==> config.mk <==
export PLATFORM = sky130hd
export DESIGN_NAME = cdq_ctrl
export DESIGN_NICKNAME = d
export VERILOG_FILES = /design/src/rtl/cdq_pkg.sv /design/src/rtl/cdq_ctrl.sv
export VERILOG_INCLUDE_DIRS = /design/src /design/src/rtl
export SDC_FILE = /design/constraint.sdc
export NUM_CORES = 1
export LEC_CHECK = 0
export BUFFER_PORTS_ARGS = -buffer_cell sky130_fd_sc_hd__clkbuf_2
export CAP_MARGIN = 20
export CORE_AREA = 2 2 39 41
export DETAILED_ROUTE_END_ITERATION = 12
export DIE_AREA = 0 0 41 43
export SYNTH_ARGS = -nofsm -noshare
export SYNTH_HDL_FRONTEND = slang
export SYNTH_SLANG_ARGS = --single-unit
==> constraint.sdc <==
create_clock -name clk -period 0.8 [get_ports clk]
set_input_delay 0.12 -clock clk [delete_from_list [all_inputs] [get_ports clk]]
set_output_delay 0.12 -clock clk [all_outputs]
set_load 0.01 [all_outputs]
==> src/rtl/assert_macros.svh <==
// Assertion macros shared by the deque RTL
`ifndef ASSERT_MACROS_SVH
`define ASSERT_MACROS_SVH

// Same-cycle implication, sampled on clk, off during rst
`define ASSERT_IMPL(lbl, ante, cons) \
  lbl: assert property (@(posedge clk) disable iff (rst) (ante) |-> (cons)) \
    else $error("assertion failed");

// Next-cycle implication, sampled on clk, off during rst
`define ASSERT_NEXT(lbl, ante, cons) \
  lbl: assert property (@(posedge clk) disable iff (rst) (ante) |=> (cons)) \
    else $error("assertion failed");

`endif

==> src/rtl/cdq_pkg.sv <==
// Package with shared constants, codes and command type of the deque
`default_nettype none
package cdq_pkg;

  localparam int DEPTH    = 128;
  localparam int IDX_W    = $clog2(DEPTH);
  localparam int CNT_W    = IDX_W + 1;
  localparam int CAP_W    = 8;
  localparam int CMP_W    = (CAP_W > CNT_W) ? CAP_W : CNT_W;
  localparam int WORD_W   = 32;
  localparam int FUNC_W   = 3;
  localparam int STATUS_W = 2;
  localparam int S_DATA_W = WORD_W;
  localparam int S_USER_W = 8;
  localparam int M_DATA_W = ((2 * WORD_W + 2 + 7) / 8) * 8;
  localparam int M_USER_W = 8;

  localparam logic [CAP_W-1:0] CAP_RESET = CAP_W'(128);

  localparam logic [FUNC_W-1:0] FN_INS_FRONT = 3'd0;
  localparam logic [FUNC_W-1:0] FN_INS_BACK  = 3'd1;
  localparam logic [FUNC_W-1:0] FN_DEL_FRONT = 3'd2;
  localparam logic [FUNC_W-1:0] FN_DEL_BACK  = 3'd3;
  localparam logic [FUNC_W-1:0] FN_READ      = 3'd4;

  localparam logic [STATUS_W-1:0] ST_DONE      = 2'd0;
  localparam logic [STATUS_W-1:0] ST_OVERFLOW  = 2'd1;
  localparam logic [STATUS_W-1:0] ST_UNDERFLOW = 2'd2;

  typedef struct packed {
    logic cfg_wr;
    logic exec;
    logic load;
  } cmd_t;

endpackage
`default_nettype wire

==> src/rtl/cdq_ctrl.sv <==
// Controller state machine: request sequencing and output handshake
`default_nettype none
`include "assert_macros.svh"
module cdq_ctrl (
  input  wire logic          clk,
  input  wire logic          rst,
  input  wire logic          s_tvalid,
  output logic               s_tready,
  input  wire logic          cfg_valid,
  output logic               cfg_ready,
  output logic               m_tvalid,
  input  wire logic          m_tready,
  output cdq_pkg::cmd_t      cmd
);
  import cdq_pkg::*;

  typedef enum logic [1:0] {
    ST_IDLE,
    ST_READ,
    ST_LOAD
  } state_t;

  state_t state;
  logic   out_free;

  assign out_free   = !m_tvalid || m_tready;
  assign cfg_ready  = (state == ST_IDLE);
  assign s_tready   = (state == ST_IDLE) && !cfg_valid;

  assign cmd.cfg_wr = cfg_valid && cfg_ready;
  assign cmd.exec   = s_tvalid && s_tready;
  assign cmd.load   = (state == ST_LOAD) && out_free;

  always_ff @(posedge clk) begin
    if (rst) begin
      state    <= ST_IDLE;
      m_tvalid <= 1'b0;
    end else begin
      case (state)
        ST_IDLE: begin
          if (cmd.exec) begin
            state <= ST_READ;
          end
          if (m_tready) begin
            m_tvalid <= 1'b0;
          end
        end
        ST_READ: begin
          state <= ST_LOAD;
          if (m_tready) begin
            m_tvalid <= 1'b0;
          end
        end
        ST_LOAD: begin
          if (out_free) begin
            state    <= ST_IDLE;
            m_tvalid <= 1'b1;
          end
        end
        default: begin
          state <= ST_IDLE;
        end
      endcase
    end
  end

  `ASSERT_NEXT(a_busy_after_accept, s_tvalid && s_tready, !s_tready)
  `ASSERT_NEXT(a_load_shows_result, cmd.load, m_tvalid)
  `ASSERT_NEXT(a_result_held, state == ST_LOAD && m_tvalid && !m_tready, state == ST_LOAD)

endmodule
`default_nettype wire

== Word-level counts from Yosys, hierarchy flattened ==
Index checks and enable logic that the tools add are counted.
Operators by class
  equality and inequality tests: 5
  mux-type cells: 6
  reductions and logical operators: 12
Operators by type and width (number)
  $pmux 2 s3: 1
  $logic_and 1x1->1: 4
  $mux 2: 2
  $ne 2x1->1 const B: 2
  $reduce_and 3->1: 1
  $eq 2x1->1 const B: 1
  $eq 2x2->1 const B: 1
  $logic_not 1->1: 2
  $logic_not 2->1: 1
  $mux 1: 2
  $ne 2x2->1 const B: 1
  $pmux 1 s2: 1
  $reduce_and 2->1: 1
  $reduce_bool 2->1: 1
  $reduce_or 2->1: 1
  $logic_or 1x1->1: 1
Storage, ports and cells
  flip-flop bits (word level): 3
  input bits: 5
  output and inout bits: 6

== Depth between registers and ports, before layout ==
Gate-level depths: netlist (run 1).
  depth after elaboration: 5
  gate-level depth with buffers: 3

== Worst setup path after synthesis (run 1) ==
Ideal clock, no wire load.
  path type: register -> register
  start point: register state[0]
  end point: register state[0]
  library setup time: 58 ps
  arrival: 931 ps
  path slack: -189 ps
  cell stages (with the launch flop): 3
  buffers on the path: 0
  clock period less this slack: 989 ps
  path through: dfxtp_1 -> nor4b_2 -> and2b_2
RTL lines
  start, declared: RTL line cdq_ctrl.sv:23  | state_t state;
  start signal, assigned: RTL line cdq_ctrl.sv:36  | state <= ST_IDLE;
  start signal, assigned: RTL line cdq_ctrl.sv:42  | state <= ST_READ;
  start signal, assigned: RTL line cdq_ctrl.sv:49  | state <= ST_LOAD;

==> flow_summary.ini, run 1 <==
[run_status]
status = finished with violations
violations = setup timing

[sta]
timing.setup.tns_ps = -1556
period_minus_slack_ps = 1151
final_hold_viol_count = 0
hold_slack_ps = 72.37
worst_pin_slew_ps = 225.9
period_share = 1.438
worst_slack_ps = -350.7
finalSetupViolations = 8
drv_slew = 0
skew_ps = 0.3325
relSlewSlack = 0.8488
rsz0062_at_grt = yes
max_freq_ghz = 0.8691

[floorplanning]
io_pins = 11
die_x_um = 41
die_h_um = 43
core_area_um2 = 1384
dieArea_um2 = 1763
placementRows = 14
start_util = 0.1058

[cts]
cts_tree = yes
clk_pin_slew_worst_paths_ps = 40
insertion_delay_ps = 230
cts_root_buf = clkbuf_4
numCtsBuffers = 3
clock_path_buffers = 2
postCtsHoldBufs = 0
htreeDepth = 1
cts_sinks = 3

[routing]
via_per_inst = 3.620
wire_per_inst_um = 8.920
antenna_left = 0
vias = 181
drc = 0
first_iter_violations = 0
routed_wl_um = 446
drtPass1Iterations = 1

[worst_setup_path]
crit_path_top_delay_cell = dfxtp_2
start_kind = register
crit_chain = nor4b_4 -> buf_2
worst-setup-path-type = reg2out
worstPathArrival_ps = 1030
cp_num_buf_inv = 1
worstPathMaxFanout = 5
worst_path_dominant_cell_family = flip-flops
max_stage_delay_ps = 340
critPathCaptureType = primary output
worst_ep_required_time_ps = 680

[synth]
synth_top_family_by_area = simple AND/OR/NAND/NOR gates
yosys.area_share.simple = 0.5214
ys_seq_area_frac = 0.4103
synth_cells = 16
syn_area_um2 = 146.4
synthAdderAreaFrac = 0
ys_ff_latch = 3
synth_compound_area_frac = 0.06838
synth.area.mux_share = 0
synthDistinctLibCells = 11
syn_nets = 21
synth_xor_area_frac = 0
avgSynthCellArea_um2 = 9.149
ys_warn_count = 0

[global_routing]
grt_pass1_wl_um = 641
antenna_found_initial = 0
grt_max_degree = 7
track_usage = 0.06432
gr-total-overflow = 0
grt_pass1_vias = 157

[finish]
post-route-cell-area_um2 = 320.3
final_nets = 40
area_growth_pct = 118.8
fillers = 168
finish.utilization = 0.2315
final_common_cell = clkbuf_2
diodes = 0
drive_above_1_share = 0.7647
fin_cells = 50
final_cell_mix = 5 x clkbuf_2, 4 x buf_2, 3 x clkbuf_4, 3 x buf_6

[place]
dpl.cell_count = 45
io_buffers = 10
gp_congestion = 0.5417
dpl_cell_area_um2 = 265.3
pre_cts_ws_ps = -158.8

[pwr]
finalPower_mw = 0.5054
max-vdd-ir-drop_mv = 0.4106
p_per_area_nw_per_um2 = 1578
power.leakage_nw = 0.1452

[min_path]
hp-class = in2reg

[flow_run]
cap_violations = 0
synthesized netlist by cell type:
| cell | instances | area share |
|---|---|---|
| a21oi_1 | 2 | 0.068 |
| and2_1 | 1 | 0.043 |
| and2b_2 | 1 | 0.060 |
| dfxtp_1 | 3 | 0.41 |
| nand2b_1 | 2 | 0.085 |
| nand3b_1 | 1 | 0.051 |
| nor2_1 | 2 | 0.051 |
| nor2b_1 | 1 | 0.043 |
| nor3_1 | 1 | 0.034 |
| nor3b_1 | 1 | 0.051 |
| nor4b_2 | 1 | 0.10 |
cell type report:
class                   count  area (µm²)  area share
repair buffers             14       93.84      0.2930
multi-input cells          13       113.9      0.3555
clock buffers               4       26.28     0.08203
well taps                  16       20.02     0.06250
flip-flops and latches      3       66.31      0.2070
flip-flops by register name, indices dropped and copies added (netlist names):
register / count
m_tvalid: 1
state: 2
cell families (layout without fill, tap and decap cells):
group	after synthesis	in the layout
compound gates	2	2
buf+inv	0	18
flops	3	3
simple gates	11	11
routing by layer:
layer  vias to the layer above  share of wire  global-route usage
li1                         91              -                   -
met1                        82           0.34             0.05484
met2                         8           0.55             0.08125
met3                         0           0.11             0.07853
met4                         0              0             0.04000
met5                         -              0                   0
final timing paths:
check / start / end / slack [ps] / depth (start not counted)
hold reg to reg: m_tvalid$_SDFFE_PP0P_ / m_tvalid$_SDFFE_PP0P_ / 630 / 3
hold / removal: rst / m_tvalid$_SDFFE_PP0P_ / 70 / 2
setup reg to reg: m_tvalid$_SDFFE_PP0P_ / state[1]$_SDFFE_PP0P_ / -60 / 4
setup / recovery: state[1]$_SDFFE_PP0P_ / cmd[1] / -350 / 2
timing repair:
item                                    4_1_cts  5_1_grt
gates resized for setup                       3        8
gates cloned                                  0        0
setup buffers                                 0        1
pin swaps                                     0        2
endpoints found under the setup margin        9        9
power by group:
| part | total [mW] | switching (mW) | internal (mW) | leakage [nW] |
|---|---|---|---|---|
| sequential | 0.162 | 0.00853 | 0.154 | 0.0261 |
| clock | 0.263 | 0.0759 | 0.187 | 0.0150 |
| combinational | 0.0803 | 0.0334 | 0.0469 | 0.104 |
No activity file was read; power rests on OpenSTA's default activity.
==> run 2: changes to the inputs <==
--- a/config.mk
+++ b/config.mk
@@ -6,11 +6,13 @@
 export SDC_FILE = /design/constraint.sdc
 export NUM_CORES = 1
 export LEC_CHECK = 0
+export ABC_AREA = 1
 export BUFFER_PORTS_ARGS = -buffer_cell sky130_fd_sc_hd__clkbuf_2
 export CAP_MARGIN = 20
 export CORE_AREA = 2 2 39 41
 export DETAILED_ROUTE_END_ITERATION = 12
 export DIE_AREA = 0 0 41 43
+export PLACE_DENSITY = 0.44
 export SYNTH_ARGS = -nofsm -noshare
 export SYNTH_HDL_FRONTEND = slang
 export SYNTH_SLANG_ARGS = --single-unit
==> run 2 against run 1 <==
  * Non-clock buffer count grew 2
  * The run still ends with setup timing left
  * Global-route usage shrank 0.72 points
  * Critical path depth rose by 4
  * Clock skew increased by 1.5 ps
  * Cell count is 26% higher
==> flow_summary.ini, run 2 <==
[sta]
period_share = 1.348
skew_ps = 1.801
finalSetupViolations = 7
relSlewSlack = 0.9363
hold_slack_ps = 86.68
max_freq_ghz = 0.9274
worst_slack_ps = -278.3
drv_slew = 0
rsz0062_at_grt = yes
final_hold_viol_count = 0
worst_pin_slew_ps = 95.50
period_minus_slack_ps = 1078

[cts]
postCtsHoldBufs = 0
insertion_delay_ps = 230
cts_tree = yes
cts_sinks = 3
clock_path_buffers = 2
htreeDepth = 1
cts_root_buf = clkbuf_4
numCtsBuffers = 3
clk_pin_slew_worst_paths_ps = 40

[pwr]
sw_frac_of_total = 0.2379
intPower_mw = 0.4008
p_per_area_nw_per_um2 = 1517
switchingPower_mw = 0.1251
clockPowerShare = 0.495
power_frac_seq = 0.300
power.leakage_nw = 0.1862
combPwrFrac = 0.205
max-vdd-ir-drop_mv = 0.4964

[run_status]
violations = setup timing
status = finished with violations

[synth]
yosysTopAreaCellShare = 0.3504
synth_area_leader_cell = dfxtp_1
synth_cells = 27
synthDistinctLibCells = 10
synthFlopType = dfxtp_1
ys_seq_area_frac = 0.3504
synth-edff-count = 0
synthTopCellsByCount = 6 x inv_1, 6 x nor2_1, 5 x nand2_1
async_flop_share = 0
ys_warn_count = 0
syn_nets = 32
avgSynthCellArea_um2 = 6.349
ys_top_cells_by_area = dfxtp_1 35%, inv_1 13%, nor2_1 13%, nand2_1 11%, nand2_4 6.6%
ys_ff_latch = 3
syn_area_um2 = 171.4

[routing]
first_iter_violations = 0
drtPass1Iterations = 1
drc = 0
routed_wl_um = 368
vias = 209
wire_per_inst_um = 5.841
antenna_left = 0
via_per_inst = 3.317

[flow_run]
cap_violations = 0

[floorplanning]
dieArea_um2 = 1763
placementRows = 14
die_h_um = 43
die_x_um = 41
io_pins = 11
core_area_um2 = 1384
start_util = 0.1239

[worst_setup_path]
cp_num_buf_inv = 3
worstPathMaxFanout = 3
worst_ep_required_time_ps = 680
max_stage_delay_ps = 320
rrSetupSlack_ps = -280
cp-startpoint = state[1]$_SDFFE_PP0P_
crit_path_top_delay_cell = dfxtp_2
critPathCaptureType = primary output
r2r-start = state[1]$_SDFFE_PP0P_
start_kind = register
cp_common_cell = inv_2
worst-setup-path-type = reg2out
worst_path_dominant_cell_family = flip-flops
rr_worst_depth = 8
crit_chain = inv_2 -> nand2_4 -> nor2_4 -> nand2_2 -> inv_2 -> buf_6
worstPathArrival_ps = 960
regToRegEndpoint = state[0]$_SDFFE_PP0P_

[finish]
drive_above_1_share = 0.6809
diodes = 0
largest_register_ffs = 2
fillers = 169
area_growth_pct = 102.2
multi_input_area_um2 = 90.09
final_nets = 53
finish.utilization = 0.2505
final_cell_mix = 5 x nand2_1, 5 x buf_4
fin_cells = 63
reg.largest.list = state: 2 flops, m_tvalid: 1 flops
regArea_um2 = 62.56
regMostFlops = state

[min_path]
hp-start = rst
whs_path_depth = 2
hold_path_end = state[0]$_SDFFE_PP0P_
hp-class = in2reg

[global_routing]
track_usage = 0.05717
grt_pass1_wl_um = 627
grt_max_degree = 4
gr-total-overflow = 0
antenna_found_initial = 0
grt_pass1_vias = 195

[place]
dpl.cell_count = 56
gp_congestion = 0.6609
dpl.hpwl_um = 308.3
io_buffers = 10
[run 2: changes by cell type after synthesis, sizes merged]
cell / previous run / this run
nor3b: 1 / 0
nor3: 1 / 0
nand3b: 1 / 0
nor2b: 1 / 0
a21oi: 2 / 1
and2: 1 / 0
nand2b: 2 / 0
nor2: 2 / 8
and2b: 1 / 0
nand2: 0 / 7
nor4b: 1 / 0
inv: 0 / 8
[run 2: cells by family after synthesis]
logic type,share of synthesized area
flip-flops,0.3504
AND/OR/NAND/NOR,0.4453
AO/OA/AOI/OAI,0.02917
buffers and inverters,0.1752
[run 2: worst register-to-register path, delay by kind of cell, from the launching register on]
kind,cells,cell delay [ps]
buf+inv,4,420
flops,1,320
simple gates,4,280
[run 2: what timing repair did]
item / CTS / global route
setup buffers: 4 / 0
pin swaps: 2 / 0
setup endpoints to repair: 8 / 8
resized for setup: 5 / 11
[run 2: cell type report]
class / instances / area share
Clock buffer: 4 / 0.07581
Inverter: 8 / 0.08664
Multi-Input combinational cell: 16 / 0.2599
Sequential cell: 3 / 0.1805
Tap cell: 16 / 0.05776
Timing Repair Buffer: 16 / 0.3394
[run 2: how the worst max path moves through the flow]
stage,endpoint,cells after the start
detailed placement,cmd[1],6
finish,cmd[1],6
global route,cmd[1],6
CTS,cmd[1],6
global placement,cmd[1],6
floorplan,cmd[1],5
[run 2: metrics by stage]
step / setup TNS, ps / setup slack [ps] / area, µm² / power, mW
finish: -1461 / -278.3 / 346.6 / 0.5258
global route: -1930 / -350.4 / 346.6 / 0.5662
CTS: -1657 / -325.0 / 321.6 / 0.5352
detailed placement: -193.5 / -83.09 / 264.0 / 0.2416
global placement: -173.6 / -78.24 / 264.0 / 0.2413
floorplan: -15.83 / -15.83 / 171.4 / 0.2008
[run 2: power groups by stage]
| stage | logic (mW) | clock network (mW) | registers [mW] |
|---|---|---|---|
| 3_5_place_dp | 0.0819 | 0 | 0.160 |
| 5_1_grt | 0.120 | 0.288 | 0.158 |
| 4_1_cts | 0.0986 | 0.279 | 0.158 |
| 6_report | 0.108 | 0.260 | 0.158 |
| 2_1_floorplan | 0.0407 | 0 | 0.160 |
| 3_3_place_gp | 0.0817 | 0 | 0.160 |
[run 2: per-layer routing]
metal,global-route usage,wire [µm],vias up
li1,-,-,113
met1,0.04808,118,94
met2,0.08438,233,2
met3,0.01571,16,0
met4,0.08000,0,0
met5,0,0,-
==> run 3: changes to the inputs <==
--- a/config.mk
+++ b/config.mk
@@ -7,12 +7,12 @@
 export NUM_CORES = 1
 export LEC_CHECK = 0
 export ABC_AREA = 1
-export BUFFER_PORTS_ARGS = -buffer_cell sky130_fd_sc_hd__clkbuf_2
 export CAP_MARGIN = 20
 export CORE_AREA = 2 2 39 41
 export DETAILED_ROUTE_END_ITERATION = 12
 export DIE_AREA = 0 0 41 43
-export PLACE_DENSITY = 0.44
+export DONT_BUFFER_PORTS = 1
+export PLACE_DENSITY = 0.37
 export SYNTH_ARGS = -nofsm -noshare
 export SYNTH_HDL_FRONTEND = slang
 export SYNTH_SLANG_ARGS = --single-unit
==> run 3 against run 2 <==
  * The run still ends with setup timing left
  * Fmax rose by 5.2%
  * Critical path type unchanged
  * Core utilization fell by 3.1 points
  * Combinational power decreased by 29%
  * Highest routed layer unchanged
  * Critical path depth fell by 1
  * Largest cell class is now multi-input gates
==> flow_summary.ini, run 3 (synthesis results as in run 2) <==
[global_routing]
grt_max_degree = 4
grt_pass1_vias = 189
track_usage = 0.05717
grt_pass1_wl_um = 627
gr-total-overflow = 0
antenna_found_initial = 0

[worst_setup_path]
start_kind = register
worst_ep_required_time_ps = 680
critPathCaptureType = primary output
crit_path_top_delay_cell = dfxtp_2
max_stage_delay_ps = 320
worstPathMaxFanout = 3
worst-setup-path-type = reg2out
worstPathArrival_ps = 910
cp_num_buf_inv = 2
worst_path_dominant_cell_family = flip-flops
cp_common_cell = inv_2
crit_chain = inv_2 -> nand2_4 -> nor2_4 -> nand2_2 -> inv_2

[cts]
clk_pin_slew_worst_paths_ps = 40
insertion_delay_ps = 230
numCtsBuffers = 3
cts_root_buf = clkbuf_4
clock_path_buffers = 2
cts_sinks = 3
htreeDepth = 1
cts_tree = yes

[routing]
vias = 179
wire_per_inst_um = 6.741
wl_met3_um = 42
wl_met1_um = 105
first_iter_violations = 1
antenna_left = 0
wl_met2_um = 215
via_per_inst = 3.315
routed_wl_um = 364
drtPass1Iterations = 2
highest_layer = met3
drc = 0

[sta]
drv_slew = 0
worst_pin_slew_ps = 205.4
rsz0062_at_grt = yes
final_hold_viol_count = 0
worst_slack_ps = -225.2
skew_ps = 2.607
finalSetupViolations = 6
max_freq_ghz = 0.9754
relSlewSlack = 0.8625
period_minus_slack_ps = 1025
period_share = 1.282

[place]
dpl.hpwl_um = 262.5
gp_congestion = 0.6073
io_buffers = 0
pre_cts_ws_ps = -4.760

[floorplanning]
placementRows = 14
die_x_um = 41
io_pins = 11
core_area_um2 = 1384
dieArea_um2 = 1763
die_h_um = 43
start_util = 0.1239

[pwr]
max-vdd-ir-drop_mv = 0.5130
finalPower_mw = 0.4977
power.leakage_nw = 0.1454
p_per_area_nw_per_um2 = 1637

[finish]
reg.largest.list = state: 2 flops, m_tvalid: 1 flops
final_nets = 44
diodes = 0
area_growth_pct = 77.37
regMostFlops = state
fillers = 169
drive_above_1_share = 0.6579
largest_register_ffs = 2
final_cell_mix = 5 x buf_4, 4 x inv_2, 4 x nand2_1, 4 x nor2_1
final_common_cell = buf_4

[run_status]
status = finished with violations
violations = setup timing

[min_path]
hp-class = in2reg

[flow_run]
cap_violations = 0
## run 3: changes by cell type in the layout (fill, tap and decap cells not counted)
cell / before / now
clkbuf_2: 4 / 0
buf_2: 3 / 0
buf_6: 4 / 1
nor2_2: 3 / 1
nor2_4: 1 / 3
dfxtp_1: 1 / 0
dfxtp_2: 2 / 3
dlygate4sd3_1: 0 / 1
inv_1: 4 / 3
inv_4: 0 / 1
nand2_1: 5 / 4
nand2_2: 1 / 2
## run 3: path summary, 6_finish.rpt
| path | startpoint | endpoint | slack (ps) | cells after the start |
|---|---|---|---|---|
| setup reg to reg | state[1]$_SDFFE_PP0P_ | state[0]$_SDFFE_PP0P_ | -180 | 7 |
| setup / recovery | state[1]$_SDFFE_PP0P_ | cmd[1] | -230 | 5 |
| hold reg to reg | state[0]$_SDFFE_PP0P_ | state[1]$_SDFFE_PP0P_ | 490 | 2 |
| hold / removal | rst | m_tvalid$_SDFFE_PP0P_ | 30 | 3 |
## run 3: layout make-up
| cell class | count | area (µm²) | share of cell area |
|---|---|---|---|
| clock buffers | 4 | 26.28 | 0.08642 |
| inverters | 8 | 32.53 | 0.1070 |
| multi-input cells | 16 | 102.6 | 0.3374 |
| flip-flops and latches | 3 | 63.81 | 0.2099 |
| well taps | 16 | 20.02 | 0.06584 |
| repair buffers | 7 | 58.81 | 0.1934 |
## run 3: worst register-to-register path, cell delays in order (launching register included)
cell and delay [ps]:
dfxtp_2 320, inv_2 80, nand2_4 60, nor2_4 90, nand2_2 70, buf_4 120, buf_4 120, nor2_2 60
## run 3: per-layer routing
| layer | track usage | vias to the layer above |
|---|---|---|
| li1 | - | 96 |
| met1 | 0.04487 | 80 |
| met2 | 0.08125 | 3 |
| met3 | 0.04188 | 0 |
| met4 | 0.06000 | 0 |
| met5 | 0 | - |
## run 3: power breakdown
part           leakage (nW)  total [mW]  switching [mW]  internal, mW
combinational         0.105      0.0771          0.0396        0.0375
sequential           0.0258       0.159         0.00330         0.156
clock                0.0150       0.262          0.0751         0.187
## run 3: through the flow
step / cells / instance area (µm²) / hold slack [ps] / TNS (ps) / util
final: 54 / 304.0 / 25.57 / -1153 / 0.2197
after global routing: 54 / 304.0 / 22.92 / -1588 / 0.2197
after CTS: 53 / 272.8 / 28.65 / -1115 / 0.1971
after detailed placement: 45 / 206.4 / 190.3 / -4.760 / 0.1492
after global placement: 45 / 206.4 / 190.0 / -3.529 / 0.1492
after floorplan: 27 / 171.4 / 186.9 / -15.83 / -
## run 3: repair_timing
action                                 in CTS  in global routing
hold buffers                                1                  0
gates resized for setup                     5                  8
pin swaps                                   2                  2
setup buffers                               3                  1
setup endpoints to repair                   5                  8
endpoints found under the hold margin       2                  0
